`src/hscs_pkg.sv`:
```
// Shared constants, types and hash helpers for the suffix collision search core.
`timescale 1ns / 1ps
package hscs_pkg;

  // Default sizes for the top level parameters
  localparam int unsigned CHARSET_SIZE_DEF = 62;
  localparam int unsigned PREFIX_LEN_DEF   = 8;
  localparam int unsigned TABLE_LEN        = 62;

  // Symbol string, first symbol in the top byte
  localparam logic [TABLE_LEN*8-1:0] CHARSET_STR =
    "abcdefghijklmnopqrstuvwxyzABCDEFGHIJKLMNOPQRSTUVXYZ0123456789_";

  // Configuration register map
  localparam int unsigned PADDR_W  = 3;
  localparam logic        REG_SEED = 1'b0;
  localparam logic        REG_GOAL = 1'b1;

  // Hash stage output handed to the lanes and the emitter
  typedef struct packed {
    logic        valid;
    logic        bad;
    logic [31:0] h33;
  } hscs_hash_t;

  // Symbol at a constant position
  function automatic logic [7:0] charset_sym(input int unsigned k);
    return CHARSET_STR[(TABLE_LEN-1-k)*8 +: 8];
  endfunction

  // Symbol at a signal-chosen position; zero past the end
  function automatic logic [7:0] sym_lookup(input logic [5:0] idx);
    logic [7:0] r;
    r = '0;
    for (int unsigned k = 0; k < TABLE_LEN; k++) begin
      if (idx == 6'(k)) r = charset_sym(k);
    end
    return r;
  endfunction

  // Membership mask over all byte values for the first n symbols
  function automatic logic [255:0] sym_mask(input int unsigned n);
    logic [255:0] m;
    m = '0;
    for (int unsigned k = 0; k < n; k++) m[charset_sym(k)] = 1'b1;
    return m;
  endfunction

  // h * 33 as shift and add
  function automatic logic [31:0] mul33(input logic [31:0] h);
    return h + {h[26:0], 5'b0};
  endfunction

  // One hash step: h * 33 xor sign-extended byte
  function automatic logic [31:0] mix(input logic [31:0] h, input logic [7:0] b);
    return mul33(h) ^ {{24{b[7]}}, b};
  endfunction

endpackage

```
`src/hscs_hash_pipe.sv`:
```
// Prefix hashing pipeline: one byte per stage, then the first symbol and the extra *33.
`timescale 1ns / 1ps
module hscs_hash_pipe #(
  parameter int unsigned CHARSET_SIZE = 62,
  parameter int unsigned PREFIX_LEN   = 8
) (
  input  logic                clk_i,
  input  logic                rst_ni,
  input  logic                en_i,
  input  logic                in_valid_i,
  input  logic [63:0]         prefix_bytes_i,
  input  logic [5:0]          first_index_i,
  input  logic [31:0]         seed_i,
  output hscs_pkg::hscs_hash_t hash_o
);
  import hscs_pkg::*;

  localparam int unsigned N_EFF = (CHARSET_SIZE > TABLE_LEN) ? TABLE_LEN : CHARSET_SIZE;

  // Prefix stages
  logic        pv_q [PREFIX_LEN];
  logic [31:0] ph_q [PREFIX_LEN];
  logic [63:0] pb_q [PREFIX_LEN];
  logic [5:0]  pf_q [PREFIX_LEN];
  logic        pbad_q [PREFIX_LEN];

  // First symbol stage and final multiply stage
  logic        fv_q, fbad_q, hv_q, hbad_q;
  logic [31:0] fh_q, hh_q;
  logic        in_bad;

  assign in_bad = {1'b0, first_index_i} >= 7'(N_EFF);

  // Valid bits
  always_ff @(posedge clk_i or negedge rst_ni) begin
    if (!rst_ni) begin
      for (int unsigned k = 0; k < PREFIX_LEN; k++) pv_q[k] <= 1'b0;
      fv_q <= 1'b0;
      hv_q <= 1'b0;
    end else if (en_i) begin
      pv_q[0] <= in_valid_i;
      for (int unsigned k = 1; k < PREFIX_LEN; k++) pv_q[k] <= pv_q[k-1];
      fv_q <= pv_q[PREFIX_LEN-1];
      hv_q <= fv_q;
    end
  end

  // Hash datapath, one byte per stage
  always_ff @(posedge clk_i) begin
    if (en_i) begin
      ph_q[0]   <= mix(seed_i, prefix_bytes_i[63:56]);
      pb_q[0]   <= {prefix_bytes_i[55:0], 8'h00};
      pf_q[0]   <= first_index_i;
      pbad_q[0] <= in_bad;
      for (int unsigned k = 1; k < PREFIX_LEN; k++) begin
        ph_q[k]   <= mix(ph_q[k-1], pb_q[k-1][63:56]);
        pb_q[k]   <= {pb_q[k-1][55:0], 8'h00};
        pf_q[k]   <= pf_q[k-1];
        pbad_q[k] <= pbad_q[k-1];
      end
      fh_q   <= mix(ph_q[PREFIX_LEN-1], sym_lookup(pf_q[PREFIX_LEN-1]));
      fbad_q <= pbad_q[PREFIX_LEN-1];
      hh_q   <= mul33(fh_q);
      hbad_q <= fbad_q;
    end
  end

  assign hash_o.valid = hv_q;
  assign hash_o.bad   = hbad_q;
  assign hash_o.h33   = hh_q;

endmodule

```
`config.mk`:
```
export PLATFORM = sky130hd
export DESIGN_NAME = hscs_hash_pipe
export DESIGN_NICKNAME = d
export VERILOG_FILES = /design/src/hscs_pkg.sv /design/src/hscs_hash_pipe.sv
export SDC_FILE = /design/constraint.sdc
export NUM_CORES = 1
export LEC_CHECK = 0
export ABC_AREA = 1
export BUFFER_PORTS_ARGS = -buffer_cell sky130_fd_sc_hd__buf_2
export CORE_MARGIN = 2
export CORE_UTILIZATION = 55
export DETAILED_ROUTE_END_ITERATION = 16
export PLACE_DENSITY = 0.75
export REMOVE_ABC_BUFFERS = 1
export SYNTH_ARGS = -nofsm -noshare
export SYNTH_HDL_FRONTEND = slang
export SYNTH_SLANG_ARGS = --single-unit
export TNS_END_PERCENT = 30
```
`constraint.sdc`:
```
create_clock -name clk_i -period 2.7 [get_ports clk_i]
set_input_delay 0.27 -clock clk_i [delete_from_list [all_inputs] [get_ports clk_i]]
set_output_delay 0.27 -clock clk_i [all_outputs]
set_load 0.005 [all_outputs]
```
Word level (Yosys, flattened, before mapping)
Memories as Yosys holds them, arrays and structs flattened. A register that Yosys moved wholly into a read port is not among the register bits.
Cells that the tools add are included.
{"block": "classes", "add_sub_neg": 10, "order_cmp": 1, "eq_ne": 61, "muxes": 65, "n_bitwise": 9, "n_reduce_logical": 1}
{"operator": "8-bit two-way mux", "n": 62}
{"operator": "32-bit adder", "n": 10}
{"operator": "32-bit XOR", "n": 9}
{"operator": "6-bit equality test, second input constant", "n": 30}
{"operator": "6-bit by 5-bit equality test with 1-bit output, second input constant", "n": 16}
{"operator": "6-bit by 4-bit equality test with 1-bit output, second input constant", "n": 8}
{"operator": "6-bit by 3-bit equality test with 1-bit output, second input constant", "n": 4}
{"operator": "6-bit by 2-bit equality test with 1-bit output, second input constant", "n": 2}
{"operator": "7-bit two-way mux", "n": 1}
{"operator": "6-bit by 1-bit equality test with 1-bit output, second input constant", "n": 1}
{"operator": "6-bit greater-or-equal comparator, second input constant", "n": 1}
{"operator": "6-bit zero test", "n": 1}
{"operator": "1-bit two-way mux", "n": 2}
{"block": "totals", "reg_bits": 75, "ram_bits": 760, "out_inout_bits": 34, "elab_cells": 164, "memories": 4}
{"memory": "pb_q", "depth": 8, "width": 56, "rd": 7, "rd_ports_with_merged_regs": 0, "write_ports": 8, "line": "hscs_hash_pipe.sv:23", "text": "logic [63:0] pb_q [PREFIX_LEN];"}
{"memory": "ph_q", "depth": 8, "width": 32, "rd": 8, "rd_ports_with_merged_regs": 0, "write_ports": 8, "line": "hscs_hash_pipe.sv:22", "text": "logic [31:0] ph_q [PREFIX_LEN];"}
{"memory": "pf_q", "depth": 8, "width": 6, "rd": 8, "rd_ports_with_merged_regs": 0, "write_ports": 8, "line": "hscs_hash_pipe.sv:24", "text": "logic [5:0] pf_q [PREFIX_LEN];"}
{"memory": "pbad_q", "depth": 8, "width": 1, "rd": 8, "rd_ports_with_merged_regs": 1, "write_ports": 8, "line": "hscs_hash_pipe.sv:25", "text": "logic pbad_q [PREFIX_LEN];"}

Depth between registers and ports, before layout
An unclocked memory read counts as a cell.
{"block": "depth", "word_depth": 66, "mapped_depth": 17, "depth_no_buf": 17}

Worst setup path before layout
No wires, ideal clock.
{"block": "synth_path", "path_kind": "flip-flop to flip-flop", "from": "mem ph_q[7][0], in the netlist ph_q[1][96]", "to": "reg fh_q[27], data pin", "setup_time_ps": 260, "arrival_time_ps": 2288, "required_ps": 2440, "path_slack_ps": 152, "path_stages_with_launch": 16, "n_path_buf": 0, "synth_period_minus_slack_ps": 2548, "cell_sequence": "edfxtp_1 > ha_1 > fa_1 > nand3_1 > nand2_1 > a21oi_2 > o21bai_2 > nand2_1 > nand2_1 > a21oi_2 > o21ai_4 > a21boi_2 > o21ai_2 > nand2_1 > nand2_1 > xor2_1"}
{"element": "start: declaration", "line": "hscs_hash_pipe.sv:22"}
{"element": "end signal: assignment", "line": "hscs_hash_pipe.sv:61", "text": "fh_q <= mix(ph_q[PREFIX_LEN-1], sym_lookup(pf_q[PREFIX_LEN-1]));"}
{"element": "end: declaration", "line": "hscs_hash_pipe.sv:29", "text": "logic [31:0] fh_q, hh_q;"}

==> impl_metrics.csv <==
group,metric,value,unit
timing,finalHoldViolations,0,
setup_path,critPathLaunchType,"register",
flow_run,maxCapViolCount,0,
timing,setup_viol,0,
route,drt_wl_total,69100,um
synth,synthFlopType,"edfxtp_1",
grt,antenna_found_initial,2,
setup_path,crit_end,"fh_q[23]$_DFFE_PP_",
power_and_ir_drop,power_frac_comb,0.523,
grt,grt-ovfl-total,0,
setup_path,crit_path_start,"ph_q[1][101]$_DFFE_PP_",
synth,ys_types,61,
clocking,clk_pin_slew,0.06,ns
timing,period_needed,2.67,ns
synth,synth-edff-count,602,
grt,grt_pass1_wl,111000,um
floorplan,initial_core_util,0.556,
setup_path,crit_fanout,4,
timing,max_freq,0.374,GHz
synth,syn_area,33700,um2
route,drtIter0Drc,1324,
route,vias_per_cell,5.38,
synth,netlist_instances,2935,
floorplan,core,60500,um2
clocking,cts_sinks,612,
clocking,htree_levels,3,
power_and_ir_drop,irDropWorstVdd,0.602,mV
setup_path,r2r_end,"fh_q[23]$_DFFE_PP_",
floorplan,die_area,63200,um2
power_and_ir_drop,p_int,32300,uW
power_and_ir_drop,p_per_area,1370,nW/um2
floorplan,io_pins,140,
hold_path,hold_path_class,"input port to register",
timing,max-slew-margin-rel,0.513,
setup_path,cp.required,3.04,ns
power_and_ir_drop,p_clk_frac,0.165,
setup_path,r2r_cells,14,
finish,regArea,18300,um2
timing,skew,0.0253,ns
power_and_ir_drop,p_sw,21800,uW
timing,worst_hold_slack,0.0344,ns
timing,worstMarginPinSlew,0.721,ns
placement,port_buffers,139,
floorplan,chipHeight,251,um
setup_path,reg2reg_slack,0.03,ns
grt,grt_usage,0.217,
route,drc,0,
synth,ys_ff_latch,612,
timing,slew_viol_final,0,
finish,area_delta_synth_final,17.3,%
floorplan,die-width,251,um
synth,yosys_warnings,0,
route,vias,22200,
finish,drive_gt1_frac,0.147,
finish,multi_input_comb_area,14700,um2
placement,hpwl,50400,um
route,drt_first_pass_iters,8,
setup_path,arrival,3.01,ns
finish,fin_nets,3657,
clocking,cts_buffer_depth,3,
synth,synth-async-reset-ratio,0.0163,
power_and_ir_drop,power_frac_seq,0.312,
synth,syn_area_per_cell,11.5,um2
setup_path,end_kind,"register",
placement,placed_area,35800,um2
placement,place_congestion,0.931,
finish,num-fill-cells,4543,
route,ant_nets,0,
synth,synth-seq-area-share,0.545,
clocking,cts_tree,"done",
clocking,cts_made_buffers,67,
grt,grt_pass1_vias,22300,
setup_path,critical_path_class,"register to register",
floorplan,row_count,90,
setup_path,r2r-start,"ph_q[1][101]$_DFFE_PP_",
finish,final_area,39500,um2
timing,fin_crit_sh,0.990,
grt,grt_start_max_net_pins,94,
power_and_ir_drop,swShare,0.403,
clocking,clock_tree.root_cell,"clkbuf_16",
route,wl_per_cell,16.8,um
clocking,clock_latency,0.60,ns
timing,rsz0062_at_grt,"true",
power_and_ir_drop,power.leakage,0.0164,uW
run_status,status,"finished, final reports clean",
[Yosys cell counts (4+ instances only)]
cell type / number / area share
and3_1: 4 / 0.00074
a21boi_0: 7 / 0.0016
nor2_2: 7 / 0.0013
nand2_2: 7 / 0.0013
a31o_2: 4 / 0.0010
o21a_1: 19 / 0.0042
o21ai_1: 16 / 0.0024
xnor2_1: 102 / 0.027
o221ai_1: 11 / 0.0029
nand2_1: 386 / 0.043
dfrtp_1: 10 / 0.0074
nor4_1: 20 / 0.0037
a21oi_2: 13 / 0.0034
xor2_1: 417 / 0.11
o21bai_2: 5 / 0.0017
o21ai_0: 99 / 0.015
a2111oi_0: 4 / 0.0010
o21ai_2: 11 / 0.0029
nand3_1: 91 / 0.014
a21o_1: 12 / 0.0027
o31ai_1: 4 / 0.00089
edfxtp_1: 602 / 0.54
fa_1: 10 / 0.0059
nor2_1: 108 / 0.012
buf_2: 11 / 0.0016
inv_1: 268 / 0.030
nand4_1: 17 / 0.0032
a21oi_1: 291 / 0.043
a31oi_1: 15 / 0.0028
nor3_2: 7 / 0.0021
clkbuf_1: 7 / 0.00078
a211oi_1: 4 / 0.00089
o21bai_1: 5 / 0.0011
ha_1: 260 / 0.097
nor3_1: 25 / 0.0037
inv_2: 13 / 0.0015
[timing repair]
item	in CTS	in global routing
gates resized for setup	0	112
hold endpoints to repair	81	0
hold buffers	74	0
buffers inserted	0	27
setup endpoints to repair	0	51
[cells by family (layout without fill, tap and decap cells)]
logic type | after synthesis | after routing | share of synthesized area
DFF | 612 | 612 | 0.545
other | 0 | 2 | 0
xor gates and xnor gates | 519 | 519 | 0.135
and+or+nand+nor | 683 | 683 | 0.0877
adders and majority gates | 270 | 270 | 0.103
buffers and inverters | 308 | 707 | 0.0350
AOI/OAI and AO/OA | 543 | 543 | 0.0949
[worst max-delay path, stage by stage (launching register included)]
cell	delay, ns
edfxtp_1	0.41
ha_2	0.23
fa_2	0.38
nand3_2	0.09
nand2_2	0.07
a21oi_2	0.15
o21bai_2	0.09
nand2_1	0.07
nand2_2	0.07
a21oi_4	0.19
o21ai_4	0.10
a21boi_2	0.18
o21ai_2	0.08
buf_4	0.14
xor2_1	0.13
[state kept, by name, indices dropped and copies added (netlist names)]
name	count
pbad_q	8
fbad_q	1
fv_q	1
fh_q	32
pv_q	8
pf_q	48
ph_q	256
pb_q	224
hv_q	1
hbad_q	1
hh_q	32
[per-stage QoR]
stage / power [uW] / cells / setup TNS, ns / worst slack (ns) / utilization
after CTS: 52600 / 4089 / 0 / 0.000776 / 0.640
after floorplan: 36800 / 2912 / 0 / 0.152 / -
after global routing: 58300 / 4118 / -1.09 / -0.157 / 0.653
after global placement: 42600 / 3893 / 0 / 0.0732 / 0.592
after detailed placement: 43300 / 3893 / 0 / 0.00554 / 0.592
final: 54100 / 4118 / 0 / 0.0282 / 0.653
[power by group through the flow]
stage / Clock [uW] / Combinational [uW] / Sequential, uW
finish: 8930 / 28300 / 16900
global route: 9490 / 31700 / 17100
CTS: 9150 / 26600 / 16800
detailed placement: 0 / 26300 / 17000
global placement: 0 / 25700 / 16900
floorplan: 0 / 20600 / 16200
[placed cells by master, fill, tap and decap left out, drive strengths merged, types with 16 or more instances in the layout]
| master | count |
|---|---|
| edfxtp | 602 |
| xor2 | 417 |
| nand2 | 395 |
| a21oi | 304 |
| inv | 287 |
| ha | 260 |
| buf | 226 |
| o21ai | 127 |
| nor2 | 117 |
| xnor2 | 102 |
| nand3 | 93 |
| clkbuf | 86 |
| dlygate4sd3 | 74 |
| nor3 | 32 |
| clkinv | 26 |
| nor4 | 20 |
| o21a | 19 |
| nand4 | 17 |
| a31oi | 16 |
[per-layer routing]
layer	track usage	wire (um)	vias up
met5	0	0	-
met4	0.0724	1880	0
met3	0.0296	2660	147
met2	0.370	33900	521
met1	0.287	30700	10400
li1	-	-	11100
[area by class of cell]
cell class                      instances  area share
Sequential cell                       612       0.464
Multi-Input combinational cell       2015       0.373
Timing Repair Buffer                  300      0.0559
Clock buffer                           86      0.0453
Inverter                              285      0.0271
Tap cell                              782      0.0248
Clock inverter                         36     0.00964
Antenna cell                            2    0.000127
[worst min path at each step]
stage                     depth (start not counted)              endpoint  startpoint
after floorplan                                   0      fv_q$_DFFE_PN0P_      rst_ni
after global placement                            1      hv_q$_DFFE_PN0P_      rst_ni
after detailed placement                          1      hv_q$_DFFE_PN0P_      rst_ni
after CTS                                         2      hv_q$_DFFE_PN0P_      rst_ni
after global routing                              2  ph_q[0][2]$_DFFE_PP_   seed_i[2]
final                                             2  ph_q[0][2]$_DFFE_PP_   seed_i[2]
(Power assumes the default switching activity.)
