--- config.mk ---
export PLATFORM = sky130hd
export DESIGN_NAME = hscs_lane
export DESIGN_NICKNAME = d
export VERILOG_FILES = /design/src/hscs_pkg.sv /design/src/hscs_lane.sv
export SDC_FILE = /design/constraint.sdc
export NUM_CORES = 1
export LEC_CHECK = 0
export BUFFER_PORTS_ARGS = -buffer_cell sky130_fd_sc_hd__buf_2
export CORE_AREA = 2 2 60 105
export DETAILED_ROUTE_END_ITERATION = 16
export DIE_AREA = 0 0 62 107
export REMOVE_ABC_BUFFERS = 1
export SLEW_MARGIN = 20
export SYNTH_ARGS = -nofsm -noshare
export SYNTH_HDL_FRONTEND = slang
export SYNTH_SLANG_ARGS = --single-unit
--- constraint.sdc ---
create_clock -name vclk -period 3.5
set_clock_uncertainty 0.2 [all_clocks]
set_input_delay 0 -clock vclk [all_inputs]
set_output_delay 0 -clock vclk [all_outputs]
set_load 0.005 [all_outputs]
--- src/hscs_pkg.sv ---
// Shared constants, types and hash helpers for the suffix collision search core.
`timescale 1ns / 1ps
package hscs_pkg;

  // Default sizes for the top level parameters
  localparam int unsigned CHARSET_SIZE_DEF = 62;
  localparam int unsigned PREFIX_LEN_DEF   = 8;
  localparam int unsigned TABLE_LEN        = 62;

  // Symbol string, first symbol in the top byte
  localparam logic [TABLE_LEN*8-1:0] CHARSET_STR =
    "abcdefghijklmnopqrstuvwxyzABCDEFGHIJKLMNOPQRSTUVXYZ0123456789_";

  // Configuration register map
  localparam int unsigned PADDR_W  = 3;
  localparam logic        REG_SEED = 1'b0;
  localparam logic        REG_GOAL = 1'b1;

  // Hash stage output handed to the lanes and the emitter
  typedef struct packed {
    logic        valid;
    logic        bad;
    logic [31:0] h33;
  } hscs_hash_t;

  // Symbol at a constant position
  function automatic logic [7:0] charset_sym(input int unsigned k);
    return CHARSET_STR[(TABLE_LEN-1-k)*8 +: 8];
  endfunction

  // Symbol at a signal-chosen position; zero past the end
  function automatic logic [7:0] sym_lookup(input logic [5:0] idx);
    logic [7:0] r;
    r = '0;
    for (int unsigned k = 0; k < TABLE_LEN; k++) begin
      if (idx == 6'(k)) r = charset_sym(k);
    end
    return r;
  endfunction

  // Membership mask over all byte values for the first n symbols
  function automatic logic [255:0] sym_mask(input int unsigned n);
    logic [255:0] m;
    m = '0;
    for (int unsigned k = 0; k < n; k++) m[charset_sym(k)] = 1'b1;
    return m;
  endfunction

  // h * 33 as shift and add
  function automatic logic [31:0] mul33(input logic [31:0] h);
    return h + {h[26:0], 5'b0};
  endfunction

  // One hash step: h * 33 xor sign-extended byte
  function automatic logic [31:0] mix(input logic [31:0] h, input logic [7:0] b);
    return mul33(h) ^ {{24{b[7]}}, b};
  endfunction

endpackage

--- src/hscs_lane.sv ---
// One candidate lane: tries a fixed second symbol against the goal hash.
`timescale 1ns / 1ps
module hscs_lane #(
  parameter int unsigned LANE  = 0,
  parameter int unsigned N_EFF = 62
) (
  input  logic [31:0] h33_i,
  input  logic [31:0] goal_i,
  output logic        hit_o
);
  import hscs_pkg::*;

  localparam logic [7:0]   SYM      = charset_sym(LANE);
  localparam logic [255:0] SYM_MASK = sym_mask(N_EFF);

  logic [31:0] full, diff;

  // Full hash with this lane's symbol, then compare above the low byte
  assign full  = mul33(h33_i ^ {{24{SYM[7]}}, SYM});
  assign diff  = goal_i ^ full;
  assign hit_o = (diff[31:8] == 24'h0) && SYM_MASK[diff[7:0]];

endmodule

### After elaboration in Yosys (flattened, before gate mapping)

Memories as Yosys holds them, arrays and structs flattened.
Index checks and enable logic that the tools add are counted.

* bits in registers: 0
* bits in read-only memories: 256
* input bits: 64
* output and inout port bits: 1
* memories: 1

* $add $sub $neg: 1
* $lt $le $gt $ge: 1
* muxes and demuxes: 1
* bitwise logic cells: 2
* reductions and logical operators: 2

Memory list
* (no name shown): words 256, width 1, rd ports 1, clocked after memory_dff 0, write ports 0, RTL line hscs_lane.sv:21 `assign hit_o = (diff[31:8] == 24'h0) && SYM_MASK[diff[7:0]];`

Operator list (number)
* adder 32 bit: 1
* bitwise XOR 32 bit: 1
* zero test 24 bit: 1
* less-than comparator 8 x 9 -> 1 bit (second input constant): 1
* NOT 3 bit: 1
* logical AND 1 bit: 1
* 2-to-1 mux 1 bit: 1

### Logic depth before layout (Yosys ltp)

Gate-level depths: netlist (run 1).

* word-level depth: 6
* depth in mapped cells: 13
* mapped depth without buffers: 13

### Worst setup path before layout (run 1)

No wires, ideal clock.

* path type: input-to-output
* from: input h33_i[5]
* to: output hit_o
* data arrival time: 2.302 ns
* data required time: 3.300 ns
* slack: 0.998 ns
* stages: 13
* buffers on the path: 0
* path through: inv_1 ha_1 inv_1 fa_1 nand3b_1 a211oi_1 nor4_2 o31ai_2 nand2_1 a21oi_1 a311oi_1 xnor2_1 nor4_2

* word-level cells in the longest chain between the ends: 6

Ends and longest elaborated chain
* start, declared: RTL line hscs_lane.sv:7 `input logic [31:0] h33_i,`
* NOT 3 bit (no line) (*)
* adder 32 bit (*): RTL line hscs_pkg.sv:51 `return h + {h[26:0], 5'b0};`
* bitwise XOR 32 bit (*): RTL line hscs_lane.sv:20 `assign diff = goal_i ^ full;`
* memory read (256 x 1 bit)
* 2-to-1 mux 1 bit (not written as such): RTL line hscs_lane.sv:21
* logical AND 1 bit (*): RTL line hscs_lane.sv:21
* end, declared: RTL line hscs_lane.sv:9 `output logic hit_o`

Every way passes the cells marked *; elsewhere a longest branch is shown, timed or not. The select of a mux whose other input is x is not followed.

### Worst setup path after layout (run 1)

Ends and elaborated chain as after synthesis.

==> results.txt, run 1 <==
The run finished with clean final reports. After detailed routing, the number of remaining DRC violations is 0. The placed wire-length estimate after detailed placement is 6934 um. The mean routed wirelength per cell is 17.84 um. The cell depth of the worst min-delay path came out at 5. The worst-path cell with the longest stage delay is fa_1.

The area of the die came out at 6634 um^2. STA puts the critical path data arrival time at 2.83 ns. At the end of the flow the core is filled with cells to 42.01%. In the final layout, the share of cells above drive strength 1 is 22.88%. A synthesized cell averages 6.903 um^2. The library cell used most frequently in the layout, excluding fill and tap cells, is buf_2. The initial cell density of the core came out at 35.31%. The worst min-delay path startpoint is h33_i[31]. In this run the post-CTS setup repair buffer count came out at 0. The count of input and output buffers came out at 65.

The remaining global-route overflow is 0. The number of antenna diodes is 0. The total of hold buffers inserted after clock tree synthesis came out at 0. Setup repair after global routing left no endpoint under its margin. The fraction of power spent switching nets is 58.20%.

The cell area reported after detailed placement is 2431 um^2. The sequential cell area fraction in the yosys report is 0%. The number of vias after detailed routing is 2495. The top cell types in the final layout, fill and taps aside, are buf_2, nand2_1, xnor2_1, a21oi_1, ha_1.

The hold-critical path endpoint is hit_o. The final number of max-transition violations came out at 0. After the last flow step, the layout net total stands at 447.

The peak supply drop came out at 80.35 uV. The post-route cell area came out at 2431 um^2. The number of I/O pins came out at 65. The layout-stage area growth over the synthesis result came out at 18.98%. For this run, the top clock speed supported by timing is 329.8 MHz. Setup violations remaining at the end of the flow were counted as 0.

The core region area came out at 5787 um^2. The count of yosys warnings during synthesis came out at 0. By area the synthesized netlist is led by ha_1, xnor2_1, a21oi_1. After synthesis, the largest area contributor takes up 15.92% of total cell area. The hold violation total from the final report was 0. The total routing usage reported by global routing came out at 24.40%. The number of global-route vias before repair is 2595. The row count is 37. The horizontal die dimension is 62 um.

The combinational share of power came out at 100.0%. By startpoint and endpoint, the worst setup path is classified as input pin to output pin. Per report_power, the sequential group accounts for 0% of the total. After synthesis the cells add up to 2043 um^2. The actual slew at the worst max-slew pin is 0.6722 ns.

The leakage power summed over all cells is 1.044 nW. The count of cell types in the netlist came out at 58. In this run the worst setup path begins at h33_i[5].

Once detail routing completed, the nets flagged for antenna violations numbered 0. The cell internal power dissipation came out at 0.2093 mW. The min-delay analysis places its worst path in the category input pin to output pin. Dividing the detail-routed via count by the number of cells gives 5.775. Summed over all nets, the switching power comes to 0.2914 mW. The smallest hold slack is 0.3137 ns. The highest cell delay on the worst timing path is 0.41 ns. The share of total power in the clock network is 0%. The minimum clock period is 3.032 ns. The placer's final routability congestion estimate is 0.9679. The routed design has 7708 um of wire. The initial antenna violation count is 0. Traced cell by cell, the critical path runs through buf_2 -> inv_1 -> ha_1 -> inv_1 -> fa_1 -> nand3b_1 -> a211oi_1 -> nor4_2 -> o31ai_2 -> nand2_1 -> a21oi_1 -> a311oi_1 -> xnor2_1 -> nor4_2 -> buf_2. The largest fanout on the critical path came out at 3.

The die boundary height is 107 um. The worst setup path is launched from an input pin. The final setup TNS is 0 ns. The worst setup path is captured at an output pin. The number of clock buffer instances in the layout came out at 0. Summing all flip-flop and latch instances after layout gives 0 um^2. The endpoint required time on the critical path is 3.30 ns. There are 0 flip-flops and latches. After technology mapping, the gate count stands at 296. The setup slack at placement is 0.4542 ns. For this run, the detailed router's first-pass iteration total came to 4. The max-cap violation count is 0. The largest net degree at the start of global routing came out at 10. The worst pin sits at a relative slew slack of 54.03%. The worst setup margin came out at 0.4681 ns. The wire length of the first global-routing pass is 12080 um.

The power density over cell area is 205.9 nW/um^2. Of all cell types, the one taking the most synthesized area is ha_1. The number of cells upsized or downsized after cts is 0. The portion of the clock cycle consumed by the worst path in the final layout came out at 86.63%. The detailed router finished its first iteration with 91 violations.
## critical path, delay by kind of cell
family / cells / cell delay [ns]
adder cells (fa/ha/maj): 2 / 0.60
buffers and inverters: 4 / 0.38
AO/OA/AOI/OAI: 4 / 0.99
XOR/XNOR: 1 / 0.17
AND/OR/NAND/NOR: 4 / 0.70
## how the worst max path moves through the flow
| stage | cells past startpoint | to | slack (ns) |
|---|---|---|---|
| floorplan | 13 | hit_o | 1.0 |
| global placement | 12 | hit_o | 0.58 |
| detailed placement | 15 | hit_o | 0.45 |
| CTS | 15 | hit_o | 0.44 |
| global route | 15 | hit_o | 0.14 |
| finish | 15 | hit_o | 0.47 |
## synthesized netlist by cell type (3+ instances only)
cell	count
nand4_1	6
inv_1	11
a21o_1	6
buf_2	3
and2_1	4
a2111oi_0	3
xnor2_1	31
nand3_1	6
ha_1	26
xor2_1	15
o21ai_0	18
nand2b_1	3
a21boi_0	3
nor3_1	6
nand2_1	34
o211ai_1	6
or3_1	3
a211oi_1	9
a21oi_1	31
clkbuf_1	3
nor2_1	22
## per-stage QoR
step           instances  total power, mW
2_1_floorplan        288           0.3385
4_1_cts              432           0.4971
6_report             432           0.5006
3_5_place_dp         432           0.4937
3_3_place_gp         432           0.4942
5_1_grt              432           0.5478
## layer usage
layer  global-route usage, %  share of wire, %  vias to the layer above  wire (um)
met1                   22.10                32                     1131       2479
met2                   47.77                56                      107       4324
met4                   14.59               7.7                        0        597
met3                   1.206               4.0                       37        308
met5                       0                 0                        -          0
li1                        -                 -                     1220          -
## area by class of cell
cell class / instances / area, um^2
fillers: 652 / 3356
multi-input cells: 277 / 1959
repair buffers: 66 / 332.8
well taps: 78 / 97.59
inverters: 11 / 41.29
## kinds of logic after synthesis
| group | after synthesis | synth area share, % |
|---|---|---|
| AOI/OAI and AO/OA | 104 | 34.29 |
| xor gates and xnor gates | 46 | 19.72 |
| adders and majority gates | 28 | 17.39 |
| buffers and inverters | 19 | 4.102 |
| muxes | 4 | 2.082 |
| and+or+nand+nor | 95 | 22.41 |
## power groups by stage
stage / logic, mW / clock network, mW / registers (mW)
global placement: 0.494 / 0 / 0
finish: 0.501 / 0 / 0
detailed placement: 0.494 / 0 / 0
floorplan: 0.339 / 0 / 0
global route: 0.548 / 0 / 0
CTS: 0.497 / 0 / 0
(Power assumes the default switching activity.)
==> run 2, diff against run 1 <==
Settings changed: BUFFER_PORTS_ARGS -buffer_cell sky130_fd_sc_hd__buf_2 to default, DONT_BUFFER_PORTS from default to 1.
==> run 2 against run 1 <==
Fmax grew 5.1%. Routed wire length shrank 7.3%. Worst hold slack lost 0.20 ns. Critical path type unchanged. First-iteration DRC count grew 43%. Flip-flop and latch count is the same. Non-clock buffer count shrank 66.
==> results.txt, run 2 (same netlist as run 1, synthesis figures left out) <==
The library cells used most frequently in the layout, excluding fill and tap cells, are nand2_1, xnor2_1, a21oi_1, ha_1, nor2_1. Dividing the detail-routed via count by the number of cells gives 6.117. Global routing finished with a remaining overflow of 0. Global routing used 19.84% of the available met1 tracks.

Traced cell by cell, the critical path runs through inv_1 -> ha_1 -> inv_1 -> fa_1 -> nand3b_1 -> a211oi_1 -> nor4_2 -> o31ai_2 -> nand2_1 -> a21oi_1 -> a311oi_1 -> xnor2_1 -> nor4_2. The worst setup path is launched from an input pin. The initial antenna violation count came out at 0. The fraction of final layout cells with drive strength greater than 1 came out at 5.208%. The count of input and output buffers came out at 0. The total routing usage reported by global routing is 21.76%. At the worst endpoint, the required time is 3.30 ns. The row count came out at 37. Max-cap violations in this run came to 0. The final setup TNS is 0 ns. The max-slew headroom at the worst pin is 62.02%.

The portion of the clock cycle consumed by the worst path in the final layout is 82.42%. The maximum operating frequency is 346.7 MHz. The worst setup margin came out at 0.6154 ns.

The hold violation total from the final report is 0. The placer's final routability congestion estimate came out at 0.9391. The number of global-route vias before repair is 2320. The number of antenna diodes came out at 0.

The number of routed nets with antenna violations came out at 0. The footprint of the flip-flops and latches is 0 um^2. The routed design could run at a clock period as short as 2.885 ns.

65 I/O pins were placed. The kind of end point of the critical path is an output pin. In this run the most critical hold path is launched from h33_i[31]. The number of cells upsized or downsized after cts came out at 0. The horizontal die dimension is 62 um. The wire length of the first global-routing pass came out at 10900 um. The met2 global-route usage came out at 42.71%. Before CTS, the worst setup slack after placement is 0.5932 ns. Leaving out fill and tap cells, the most frequent cell in the layout is nand2_1. The number of nets in the finished design came out at 381. The largest net degree at the start of global routing came out at 10. For the worst setup path, the data arrival time is 2.68 ns. The smallest hold slack came out at 0.1154 ns.

The leakage power summed over all cells is 0.7812 nW. The HPWL after detailed placement is 6323 um. For this run, the slowest stage of the critical path takes 0.40 ns. The total setup buffers inserted after CTS is 0.

The sequential cell count is 0. At the pin with the least slew margin, the transition time is 0.5637 ns. Once the floorplan was initialized, standard cells occupied 35.31% of the core. The met3 track utilization from global routing is 2.654%.

The slowest stage of the critical path is the fa_1 cell. The peak supply drop came out at 83.24 uV. In this run the worst setup path begins at h33_i[5]. The final routed DRC violation total is 0. The routed layout has 2239 vias. The number of setup violations in the final report is 0. The layout-stage area growth over the synthesis result is 2.694%. In the final routed layout, each cell accounts on average for 19.52 um.

The final wirelength is 7145 um. The critical path in this run is classified as input pin to output pin. Clock buffers in the final layout number 0. For this design the ratio of total power to cell area is 210.9 nW/um^2. The largest fanout on the critical path came out at 3. In this run, the number of DRC markers left after iteration 0 of detailed routing was 130. The path class of the tightest hold or removal check is input pin to output pin.

The flow ran to the end, and the final reports show no timing, DRC or antenna violations. The area of the die is 6634 um^2. In this run the standard cell core region covers 5787 um^2. In this run the most used layer during global routing was met2.

The first detailed-routing pass took 6 iterations. Following the worst setup path forward leads to its endpoint at hit_o. Setup repair after global routing left no endpoint under its margin. The final number of max-transition violations is 0.

Buffers inserted to repair hold after CTS numbered 0. The die boundary height is 107 um.
## run 2: cell count changes in the layout (fill, tap and decap cells not counted), sizes merged
cell | previous run | this run
buf | 66 | 0
## run 2: final cells by class
type / instances / area (um^2)
well taps: 78 / 97.59
inverters: 11 / 41.29
fillers: 654 / 3689
multi-input cells: 277 / 1959
## run 2: worst min path at each step
stage / endpoint / slack (ns) / depth (start not counted)
3_5_place_dp: hit_o / 0.11 / 3
5_1_grt: hit_o / 0.14 / 3
3_3_place_gp: hit_o / 0.12 / 3
4_1_cts: hit_o / 0.12 / 3
2_1_floorplan: hit_o / 0.07 / 4
6_report: hit_o / 0.12 / 3
## run 2: worst max-delay path: cells and delay by family
| kind | cells | cell delay (ns) |
|---|---|---|
| adders and majority gates | 2 | 0.59 |
| xor gates and xnor gates | 1 | 0.17 |
| buffers and inverters | 2 | 0.13 |
| and+or+nand+nor | 4 | 0.76 |
| AOI/OAI and AO/OA | 4 | 1.01 |
## run 2: layer usage
layer,routed length (um),part of all wire (%),up-vias
li1,-,-,1087
met3,348,4.9,36
met1,2483,35,1019
met4,418,5.9,0
met2,3894,54,97
met5,0,0,-
## run 2: power breakdown
group	internal, mW	leakage, nW	switching (mW)
combinational	0.181	0.781	0.261
clock	0	0	0
sequential	0	0	0
## run 2: stage by stage
stage	std cells	total power [mW]	area, um^2	utilization, %
after floorplan	288	0.3385	2001	-
after global placement	366	0.4338	2098	36.26
after detailed placement	366	0.4319	2098	36.26
after CTS	366	0.4345	2098	36.26
after global routing	366	0.4853	2098	36.26
final	366	0.4425	2098	36.26
==> run 3, diff against run 2 <==
Clock period 3.5 ns to 2.98 ns, I/O delays scaled along.
==> run 3 against run 2 <==
Final area grew 2.3%. Core utilization grew 0.82 points. Worst hold slack lost 0.016 ns. Combinational power grew 22%. Routed wire length grew 3.1%. Flip-flop and latch count is the same. Highest routed layer unchanged.
==> results.txt, run 3 (same netlist as run 1, synthesis figures left out) <==
The met3 track utilization from global routing is 5.066%. The setup slack at placement came out at 0.1421 ns. In this design, the stage delay of the slowest critical-path cell is 0.35 ns. The core region area came out at 5787 um^2.

The count of filler cells inserted in the layout is 639. After global routing, the most crowded layer is met2. The initial cell density of the core is 35.31%. Summing all flip-flop and latch instances after layout gives 0 um^2. From bottom edge to top edge, the die measures 107 um. The count of input and output buffers is 0. The largest fanout on the critical path is 2. The initial antenna violation count is 0. The data arrival time of the critical path came out at 2.53 ns. The max-slew headroom at the worst pin came out at 57.80%. After floorplanning, the core was divided into 37 placement rows.

The signal on the critical path passes through inv_1 -> ha_1 -> inv_1 -> fa_2 -> nand3b_1 -> a211oi_2 -> nor4_2 -> o31ai_2 -> buf_4 -> xnor2_1 -> o22a_1 -> a211oi_1 -> nand4_1 -> nor4_2. The category of the critical setup timing path is input pin to output pin. The maximum operating frequency came out at 366.1 MHz. The library cell used most frequently in the layout, excluding fill and tap cells, is nand2_1.

The kind of end point of the critical path is an output pin. The placed wire-length estimate after detailed placement is 6374 um. The number of vias after detailed routing is 2254.

The final wirelength is 7367 um. The wire length of the first global-routing pass came out at 11070 um. The number of clock buffer instances in the layout came out at 0. The sequential cell count came out at 0. The final number of max-transition violations came out at 0. In the routed design, unresolved DRC markers number 0. Setup violations remaining at the end of the flow were counted as 0. The hold violation total from the final report came out at 0. Across all hold checks on the routed design, the worst slack comes to 0.09980 ns.

The net count of the finished layout is 385. The flow ran to the end, and the final reports show no timing, DRC or antenna violations. The first-iteration detailed-routing DRC count is 129. For this design the ratio of total power to cell area is 250.8 nW/um^2. The horizontal die dimension is 62 um. The type of origin of the critical path is an input pin.

In this run the worst hold path is classified as input pin to output pin. The worst path needs 2.731 ns of the cycle, external delays included. The top cell types in the final layout, fill and taps aside, are nand2_1, xnor2_1, a21oi_1, ha_1, nor2_1. The largest net degree at the start of global routing is 10.

Buffers inserted to repair hold after CTS numbered 0. After detailed routing, the average wire length per cell comes to 19.91 um. The met2 global-route usage is 42.11%. For this run, global-route usage on met1 was measured as 19.99%. In the post-route analysis, the smallest setup slack over all paths is 0.2485 ns.

The leakage power summed over all cells is 0.8020 nW. Counting both buffers and inverters, the worst setup path holds a total of 3. The cell area reported after detailed placement came out at 2121 um^2. IR analysis of the VDD net gives a maximum drop of 109.3 uV. The finished cells cover 2146 um^2.

The number of antenna diodes is 0. The area of the die came out at 6634 um^2. The portion of the clock cycle consumed by the worst path in the final layout came out at 91.66%. From synthesis to final layout, the design area changed by 5.022%. After detailed routing, the number of vias per cell comes to 6.092. The max-cap violation count came out at 0. For this run, the total global-route usage over all layers was measured as 22.20%.

The actual slew at the worst max-slew pin is 0.6248 ns. The endpoint required time on the critical path is 2.78 ns. The placer's final routability congestion estimate came out at 0.9661. The remaining global-route overflow is 0. The worst-path cell with the longest stage delay is fa_2. The count of nets left with antenna violations once routing finished came out at 0. The cell family contributing the most delay on the critical path is compound AO/OA/AOI/OAI gates. The number of I/O pins is 65. The first-pass detailed-route iteration total is 4.

The number of global-route vias before repair was 2328. The fraction of final layout cells with drive strength greater than 1 came out at 7.877%.
[run 3: cell count changes in the layout (fill, tap and decap cells not counted)]
| cell | change |
|---|---|
| a211oi_2 | +1 |
| a211oi_1 | -1 |
| fa_2 | +1 |
| fa_1 | -1 |
| a311oi_2 | +1 |
| a21oi_1 | -1 |
| buf_4 | +4 |
| a311oi_1 | -1 |
| a21oi_2 | +1 |
[run 3: final timing paths]
kind | start | to | slack (ns) | cells past startpoint
worst max-delay path | h33_i[5] | hit_o | 0.25 | 14
worst min-delay path | h33_i[31] | hit_o | 0.1 | 3
[run 3: layer usage]
layer  up-vias  part of all wire [%]
li1       1100                     -
met1      1026                    34
met2       100                    54
met3        28                   6.9
met4         0                   5.6
met5         -                     0
[run 3: cell type report]
cell class                      count  area (um^2)  share of cell area [%]
Multi-Input combinational cell    277         1977                   92.13
Tap cell                           78        97.59                   4.548
Inverter                           11        41.29                   1.924
Timing Repair Buffer                4        30.03                   1.399
[run 3: per-stage QoR]
stage / TNS, ns / std cells / utilization, % / power [mW]
6_report: 0 / 370 / 37.08 / 0.5382
5_1_grt: -0.0009581 / 370 / 37.08 / 0.5857
4_1_cts: 0 / 369 / 36.65 / 0.5203
3_5_place_dp: 0 / 369 / 36.65 / 0.5168
3_3_place_gp: 0 / 369 / 36.65 / 0.5163
2_1_floorplan: 0 / 288 / - / 0.3976
[run 3: worst min-delay path, delay by kind of cell]
family	cells	cell delay (ns)
xor+xnor	2	0.24
simple gates	1	0.06
[run 3: report_power, final]
group          internal, mW  switching, mW
Combinational         0.224          0.314
Sequential                0              0
Clock                     0              0
Total                 0.224          0.314
[run 3: repair_timing]
action | in CTS | in global routing
endpoints found under the setup margin | 0 | 1
gates resized for setup | 0 | 4
buffers inserted | 0 | 1
